[config.mk]
export PLATFORM = sky130hd
export DESIGN_NAME = unique_substring_locator_unit
export DESIGN_NICKNAME = d
export VERILOG_FILES = /design/src/design/usl_pkg.sv /design/src/design/usl_window_match.sv /design/src/design/unique_substring_locator_unit.sv
export SDC_FILE = /design/constraint.sdc
export NUM_CORES = 2
export LEC_CHECK = 0
export ABC_AREA = 1
export BUFFER_PORTS_ARGS = -buffer_cell sky130_fd_sc_hd__buf_4
export CAP_MARGIN = 20
export CORE_MARGIN = 1
export CORE_UTILIZATION = 52
export CTS_BUF_LIST = sky130_fd_sc_hd__clkbuf_4
export CTS_CLUSTER_DIAMETER = 100
export DETAILED_ROUTE_END_ITERATION = 10
export GPL_TIMING_DRIVEN = 0
export HOLD_SLACK_MARGIN = 0.05
export PLACE_DENSITY_LB_ADDON = 0.25
export SYNTH_ARGS = -nofsm -noshare
export SYNTH_HDL_FRONTEND = slang
export SYNTH_SLANG_ARGS = --single-unit
[constraint.sdc]
create_clock -name i_clk -period 91 [get_ports i_clk]
set_clock_uncertainty 0.2 [all_clocks]
set_input_delay 13.65 -clock i_clk [delete_from_list [all_inputs] [get_ports i_clk]]
set_output_delay 13.65 -clock i_clk [all_outputs]
set_load 0.05 [all_outputs]
[src/design/usl_pkg.sv]
`timescale 1ns / 1ps

package usl_pkg;

    localparam int NEEDLE_MAX_DEF = 64;
    localparam int COUNT_BITS_DEF = 48;

    localparam int OP_W       = 2;
    localparam int DATA_W     = 8;
    localparam int STATUS_W   = 3;
    localparam int OFFSET_W   = 48;
    localparam int OUT_LEN_W  = 49;
    localparam int REPL_W     = 40;
    localparam int HIT_W      = 2;

    localparam logic [HIT_W-1:0] HIT_CAP = HIT_W'(2);

    typedef enum logic [OP_W-1:0] {
        OP_CLEAR  = 2'd0,
        OP_NEEDLE = 2'd1,
        OP_SOURCE = 2'd2,
        OP_END    = 2'd3
    } t_op;

    typedef enum logic [STATUS_W-1:0] {
        ST_ACCEPT    = 3'd0,
        ST_UNIQUE    = 3'd1,
        ST_AMBIGUOUS = 3'd2,
        ST_NOT_FOUND = 3'd3,
        ST_BAD       = 3'd4
    } t_status;

    typedef struct packed {
        logic              push_needle;
        logic              push_window;
        logic [DATA_W-1:0] data;
    } t_match_ctl;

endpackage

[src/design/usl_window_match.sv]
`timescale 1ns / 1ps

module usl_window_match #(
    parameter int NEEDLE_MAX = usl_pkg::NEEDLE_MAX_DEF
) (
    input  logic                              i_clk,
    input  usl_pkg::t_match_ctl               i_ctl,
    input  logic [$clog2(NEEDLE_MAX+1)-1:0]   i_count,
    output logic                              o_match
);
    import usl_pkg::*;

    localparam int NC_W = $clog2(NEEDLE_MAX + 1);

    // needle held newest-first, aligned with the window
    logic [DATA_W-1:0] r_needle [NEEDLE_MAX];
    logic [DATA_W-1:0] r_window [NEEDLE_MAX];
    logic [DATA_W-1:0] w_win_next [NEEDLE_MAX];
    logic [NEEDLE_MAX-1:0] w_lane_ok;

    always_ff @(posedge i_clk) begin
        if (i_ctl.push_needle) begin
            r_needle[0] <= i_ctl.data;
            for (int j = 1; j < NEEDLE_MAX; j++) begin
                r_needle[j] <= r_needle[j-1];
            end
        end
        if (i_ctl.push_window) begin
            for (int j = 0; j < NEEDLE_MAX; j++) begin
                r_window[j] <= w_win_next[j];
            end
        end
    end

    always_comb begin
        w_win_next[0] = i_ctl.data;
        for (int j = 1; j < NEEDLE_MAX; j++) begin
            w_win_next[j] = r_window[j-1];
        end
    end

    for (genvar g = 0; g < NEEDLE_MAX; g++) begin : g_lane
        assign w_lane_ok[g] = (NC_W'(g) >= i_count) || (r_needle[g] == w_win_next[g]);
    end

    assign o_match = &w_lane_ok;

endmodule

[src/design/unique_substring_locator_unit.sv]
`timescale 1ns / 1ps
// An input word is held in the input stage, then its result in the result stage.
// Throughput: 1 word per cycle unless the output stalls; the whole needle is
// compared against the window in parallel in the single stage between the input
// and result registers. Reset (synchronous, active low) empties the needle,
// restarts the search, zeroes the replacement length, drops both pipeline valids.
module unique_substring_locator_unit #(
    parameter int NEEDLE_MAX = usl_pkg::NEEDLE_MAX_DEF,
    parameter int COUNT_BITS = usl_pkg::COUNT_BITS_DEF
) (
    input  logic                            i_clk,
    input  logic                            i_rst_n,
    input  logic                            i_in_valid,
    output logic                            o_in_stall,
    input  logic [usl_pkg::OP_W-1:0]        i_op,
    input  logic [usl_pkg::DATA_W-1:0]      i_data,
    output logic                            o_out_valid,
    input  logic                            i_out_stall,
    output logic [usl_pkg::STATUS_W-1:0]    o_status,
    output logic [usl_pkg::OFFSET_W-1:0]    o_match_offset,
    output logic [usl_pkg::OUT_LEN_W-1:0]   o_output_length,
    input  logic                            i_cfg_we,
    input  logic [usl_pkg::REPL_W-1:0]      i_cfg_data
);
    import usl_pkg::*;

    localparam int NC_W  = $clog2(NEEDLE_MAX + 1);
    localparam int POS_W = COUNT_BITS + 1;
    localparam int LEN_W = ((COUNT_BITS > OUT_LEN_W) ? COUNT_BITS : OUT_LEN_W) + 1;

    // input stage
    logic              r_in_vld;
    t_op               r_op;
    logic [DATA_W-1:0] r_data;

    // search state
    logic [NC_W-1:0]       r_ncount, n_ncount;
    logic                  r_novf, n_novf;
    logic [COUNT_BITS-1:0] r_seen, n_seen;
    logic [HIT_W-1:0]      r_hit, n_hit;
    logic [COUNT_BITS-1:0] r_first, n_first;
    logic                  r_closed, n_closed;
    logic [REPL_W-1:0]     r_repl;

    // result stage
    logic                 r_out_vld;
    t_status              r_status, n_status;
    logic [OFFSET_W-1:0]  r_off, n_off;
    logic [OUT_LEN_W-1:0] r_len, n_len;

    logic       w_adv;
    logic       w_fire;
    logic       w_match;
    logic       w_push_needle;
    logic       w_push_window;
    t_match_ctl w_ctl;

    assign w_adv      = !r_out_vld || !i_out_stall;
    assign w_fire     = r_in_vld && w_adv;
    assign o_in_stall = r_in_vld && !w_adv;

    assign w_ctl.push_needle = w_fire && w_push_needle;
    assign w_ctl.push_window = w_fire && w_push_window;
    assign w_ctl.data        = r_data;

    usl_window_match #(
        .NEEDLE_MAX(NEEDLE_MAX)
    ) u_match (
        .i_clk  (i_clk),
        .i_ctl  (w_ctl),
        .i_count(r_ncount),
        .o_match(w_match)
    );

    always_comb begin
        logic            bad;
        logic [POS_W-1:0] pos1;
        logic [POS_W-1:0] ncount_ext;
        logic [LEN_W-1:0] len_wide;
        logic [LEN_W-1:0] off_wide;

        bad        = (r_ncount == '0) || r_novf;
        pos1       = POS_W'(r_seen) + POS_W'(1);
        ncount_ext = POS_W'(r_ncount);
        off_wide   = LEN_W'(r_first);
        len_wide   = LEN_W'(r_seen) - LEN_W'(r_ncount) + LEN_W'(r_repl);

        n_ncount      = r_ncount;
        n_novf        = r_novf;
        n_seen        = r_seen;
        n_hit         = r_hit;
        n_first       = r_first;
        n_closed      = r_closed;
        n_status      = ST_ACCEPT;
        n_off         = '0;
        n_len         = '0;
        w_push_needle = 1'b0;
        w_push_window = 1'b0;

        case (r_op)
            OP_CLEAR: begin
                n_ncount = '0;
                n_novf   = 1'b0;
                n_seen   = '0;
                n_hit    = '0;
                n_first  = '0;
                n_closed = 1'b0;
            end
            OP_NEEDLE: begin
                if (r_seen == '0 && !r_closed) begin
                    if (r_ncount < NC_W'(NEEDLE_MAX)) begin
                        w_push_needle = 1'b1;
                        n_ncount      = r_ncount + NC_W'(1);
                    end else begin
                        n_novf = 1'b1;
                    end
                end
            end
            OP_SOURCE: begin
                if (bad) begin
                    n_status = ST_BAD;
                end else if (r_closed) begin
                    n_status = (r_hit >= HIT_CAP) ? ST_AMBIGUOUS : ST_ACCEPT;
                end else begin
                    w_push_window = 1'b1;
                    if (!(&r_seen)) begin
                        n_seen = r_seen + COUNT_BITS'(1);
                    end
                    if (pos1 >= ncount_ext && w_match) begin
                        if (r_hit == '0) begin
                            n_hit   = HIT_W'(1);
                            n_first = COUNT_BITS'(pos1 - ncount_ext);
                        end else begin
                            n_hit    = HIT_CAP;
                            n_closed = 1'b1;
                            n_status = ST_AMBIGUOUS;
                        end
                    end
                end
            end
            OP_END: begin
                if (bad) begin
                    n_status = ST_BAD;
                end else begin
                    n_closed = 1'b1;
                    if (r_hit == '0) begin
                        n_status = ST_NOT_FOUND;
                    end else if (r_hit >= HIT_CAP) begin
                        n_status = ST_AMBIGUOUS;
                    end else begin
                        n_status = ST_UNIQUE;
                        n_off    = off_wide[OFFSET_W-1:0];
                        n_len    = len_wide[OUT_LEN_W-1:0];
                    end
                end
            end
            default: begin
                n_status = ST_ACCEPT;
            end
        endcase
    end

    always_ff @(posedge i_clk) begin
        if (!i_rst_n) begin
            r_in_vld  <= 1'b0;
            r_out_vld <= 1'b0;
            r_ncount  <= '0;
            r_novf    <= 1'b0;
            r_seen    <= '0;
            r_hit     <= '0;
            r_first   <= '0;
            r_closed  <= 1'b0;
            r_repl    <= '0;
        end else begin
            if (i_in_valid && !o_in_stall) begin
                r_in_vld <= 1'b1;
            end else if (w_fire) begin
                r_in_vld <= 1'b0;
            end
            if (w_fire) begin
                r_out_vld <= 1'b1;
                r_ncount  <= n_ncount;
                r_novf    <= n_novf;
                r_seen    <= n_seen;
                r_hit     <= n_hit;
                r_first   <= n_first;
                r_closed  <= n_closed;
            end else if (!i_out_stall) begin
                r_out_vld <= 1'b0;
            end
            if (i_cfg_we) begin
                r_repl <= i_cfg_data;
            end
        end
    end

    always_ff @(posedge i_clk) begin
        if (i_in_valid && !o_in_stall) begin
            r_op   <= t_op'(i_op);
            r_data <= i_data;
        end
        if (w_fire) begin
            r_status <= n_status;
            r_off    <= n_off;
            r_len    <= n_len;
        end
    end

    assign o_out_valid     = r_out_vld;
    assign o_status        = r_status;
    assign o_match_offset  = r_off;
    assign o_output_length = r_len;

    a_hit_bounded: assert property (@(posedge i_clk) disable iff (!i_rst_n)
        r_hit <= HIT_CAP)
        else $error("hit count beyond cap");

    a_cap_closes: assert property (@(posedge i_clk) disable iff (!i_rst_n)
        (r_hit == HIT_CAP) |-> r_closed)
        else $error("second hit left search open");

    a_needle_bounded: assert property (@(posedge i_clk) disable iff (!i_rst_n)
        r_ncount <= NC_W'(NEEDLE_MAX))
        else $error("needle count beyond capacity");

    a_stall_cause: assert property (@(posedge i_clk) disable iff (!i_rst_n)
        o_in_stall |-> (r_in_vld && r_out_vld && i_out_stall))
        else $error("input stalled without a blocked result");

    a_source_counts: assert property (@(posedge i_clk) disable iff (!i_rst_n)
        (r_seen != '0) |-> (r_ncount != '0 && !r_novf))
        else $error("source counted with bad needle");

endmodule
==> metrics.md <==
| Metric | Value |
|---|---|
| Die height | `332 um` |
| Total power | `0.00121 W` |
| Hold WC Path Type | `reg2reg` |
| Grt met1 use | `33.4%` |
| Worst VDD drop | `11.1 uV` |
| Syn Area/Cell | `10.9 um2` |
| Die ar. | `110000 um2` |
| Cells after Synth | `5178` |
| HPWL Detailed | `103 mm` |
| Initial antenna violation count | `12` |
| Core area | `108000 um2` |
| CP Launch Type | `input pin` |
| CTS max path bufs | `4` |
| CTS tree | `done` |
| Top cells by area, synth | `edfxtp_1 (60%), nand2_1 (6.7%), dfxtp_1 (5.3%)` |
| Via/cell ratio | `5.20` |
| Crit-path cells | `buf_4 > nand2_1 > nor2_1 > buf_4` |
| CP Class | `in2out` |
| Sink Count | `1275` |
| Via count | `38700` |
| Pre-CTS setup slack | `63.01 ns` |
| Final WS setup | `62.99 ns` |
| Starting Density | `52.6%` |
| Status | `completed` |
| FFs w/ async S/R, synth | `0%` |
| Req. time, crit path | `77.15 ns` |
| # rows | `120` |
| Fmax | `35.7 MHz` |
| Slew margin rel. | `24.4%` |
| Port Buffers | `155` |
| Setup TNS | `0 ns` |
| Setup violators final | `0` |
| Slowest CP cell | `buf_4` |
| Static leakage | `25.2 nW` |
| Syn nets | `5347` |
| TritonRoute pass-1 iters | `8` |
| Total gr overflow | `0` |
| # IOs | `157` |
| Worst path most repeated cell | `buf_4` |
| Fin crit share | `30.8%` |
| Layout area overhead | `14.5%` |
| Die width | `332 um` |
| Clock root buffer | `clkbuf_4` |
| Fillers | `8760` |
| Netlist cell types | `52` |
| Post-CTS setup buffers | `0` |
| Cell Pwr Density | `18.6 nW/um2` |
| Min cycle time layout | `28.01 ns` |
| CTS clk-pin slew, worst paths | `0.07 ns` |
| Post-synthesis cell area | `56500 um2` |
| Clk_lat worst skew | `1.27 ns` |
| Syn. warnings | `0` |
| Post-synth top area cell | `edfxtp_1` |
| Initial DRC Count | `3341` |
| CP Capture Type | `primary output` |
| Yosys top cell area share | `59.8%` |
| Post-synth EDFFs | `1126` |
| Register bit total from synthesis | `1275` |
| Post-Route Utilization | `60.2%` |
| Top Usage Layer GRT | `met2` |
| Cts hold-fix bufs | `0` |
| Final hold vios | `0` |
| Main synth FF type | `edfxtp_1` |
| Met3 usage in global routing | `5.05%` |
| RSZ-0062 raised after global routing | `no` |
| Crit path DAT | `14.16 ns` |
| CP max stage delay | `0.22 ns` |
| Largest net degree at the start of global routing | `35` |
| Worst slew pin tran | `1.13 ns` |
| GPL Wtd Cong | `0.979` |
| CP Max Fanout | `3` |
| Nets | `5995` |
| Wire per inst | `18.2 um` |
| First-pass GRT wire length | `208 mm` |
| Cts bufs inserted | `342` |
| Hold_ws | `0.169 ns` |
| Layout cells sized above 1 | `17.8%` |
| Post-cts sizing count | `0` |
| Residual DRC | `0` |
| Sequential fraction of the synthesis area | `65.1%` |
| Max-cap violations | `0` |
| Max-slew violations | `0` |
| Final WL | `136 mm` |
| H-tree levels | `5` |
| Antenna Violating Nets Remaining | `0` |
| Vias in the first global route | `38300` |
| Total Routing Usage GR | `24.7%` |
| GR Util met2 | `39.6%` |
==> routing by layer <==
layer  vias to the layer above  part of all wire (%)
li1                      18900                     -
met1                     18400                    43
met2                      1221                    47
met3                       227                   7.1
met4                        10                   2.5
met5                         -                 0.048
==> synthesized netlist by cell type (2+ instances only) <==
master	instances
edfxtp_1	1126
nand2_1	1007
inv_1	673
nor2_1	503
xnor2_1	268
a21oi_1	243
nand3_1	214
o21ai_0	191
dfxtp_1	149
nand4_1	149
or2_2	134
ha_1	106
xor2_1	74
clkbuf_1	49
nor3_1	40
inv_2	33
a31oi_1	25
nand2_2	23
nor2_2	20
nor4_1	17
buf_2	14
o211ai_1	12
a22oi_1	11
nor2_4	11
o21ai_1	9
fa_1	8
o21a_1	7
o31ai_1	6
a21o_1	5
buf_1	4
nand2_4	4
a21boi_0	3
a31o_2	3
buf_4	3
clkinv_1	3
nand3_4	3
nor2_8	3
o21bai_1	3
o22ai_1	3
a211oi_1	2
a21oi_2	2
buf_6	2
nand3b_1	2
o21ai_2	2
o311ai_0	2
==> state kept, by name (all words and copies together) (netlist names) <==
register / cells
u_match.r_needle: 512
u_match.r_window: 504
o_output_length: 49
o_match_offset: 48
r_first: 48
r_seen: 48
r_repl: 40
r_data: 8
r_ncount: 7
o_status: 3
r_hit: 2
r_op: 2
o_out_valid: 1
r_closed: 1
r_in_vld: 1
r_novf: 1
==> worst max-delay path: cells and delay by family <==
family / cells / cell delay (ns)
buf+inv: 2 / 0.29
simple gates: 2 / 0.22
==> cells in the final DEF (no fill, tap or decap), drive strengths merged, types with 12 or more instances in the layout <==
| master | instances |
|---|---|
| edfxtp | 1126 |
| nand2 | 1034 |
| inv | 711 |
| nor2 | 537 |
| clkbuf | 528 |
| buf | 327 |
| xnor2 | 268 |
| a21oi | 245 |
| nand3 | 218 |
| o21ai | 202 |
| nand4 | 149 |
| dfxtp | 149 |
| or2 | 134 |
| ha | 106 |
| xor2 | 74 |
| clkinv | 67 |
| nor3 | 42 |
| a31oi | 25 |
| nor4 | 17 |
| o211ai | 12 |
==> metrics by stage <==
stage	std cells	instance area [um2]
6_report	7451	64700
5_1_grt	7451	64700
4_1_cts	7440	64700
3_5_place_dp	6885	60700
3_3_place_gp	6736	59500
2_1_floorplan	5178	56500
==> final cells by class <==
cell class / count / area [um2] / area share (%)
multi-input cells: 3122 / 16800 / 25.9
flip-flops and latches: 1275 / 36800 / 56.8
diodes: 11 / 27.5 / 0.0425
repair buffers: 304 / 2390 / 3.69
inverters: 709 / 2660 / 4.11
well taps: 1403 / 1760 / 2.71
plain buffers: 72 / 314 / 0.485
clock inverters: 76 / 419 / 0.647
clock buffers: 479 / 3600 / 5.55
==> kinds of logic after synthesis <==
kind of cell | count (synthesis) | synth area share [%]
AND/OR/NAND/NOR | 2135 | 16.7
flip-flops | 1275 | 65.1
buffers and inverters | 781 | 5.26
AO/OA/AOI/OAI | 531 | 5.05
XOR/XNOR | 342 | 5.30
adder cells (fa/ha/maj) | 114 | 2.63
==> final timing paths <==
| kind | from | to | slack (ns) | depth (start not counted) |
|---|---|---|---|---|
| worst max-delay path | i_out_stall | o_in_stall | 62.99 | 4 |
| worst min-delay path | u_match.r_window[0][207] | u_match.r_window[0][215] | 0.17 | 0 |
| worst max register to register | r_op[1] | u_match.r_window[0][110] | 85.34 | 15 |
| worst min register to register | u_match.r_window[0][207] | u_match.r_window[0][215] | 0.17 | 0 |
==> report_power, final <==
| part | total (W) | switching, W | internal [W] |
|---|---|---|---|
| sequential | 0.000648 | 0.00000575 | 0.000642 |
| clock | 0.000476 | 0.000224 | 0.000252 |
| combinational | 0.0000839 | 0.0000577 | 0.0000261 |
Power figures use the tool's default switching activity.
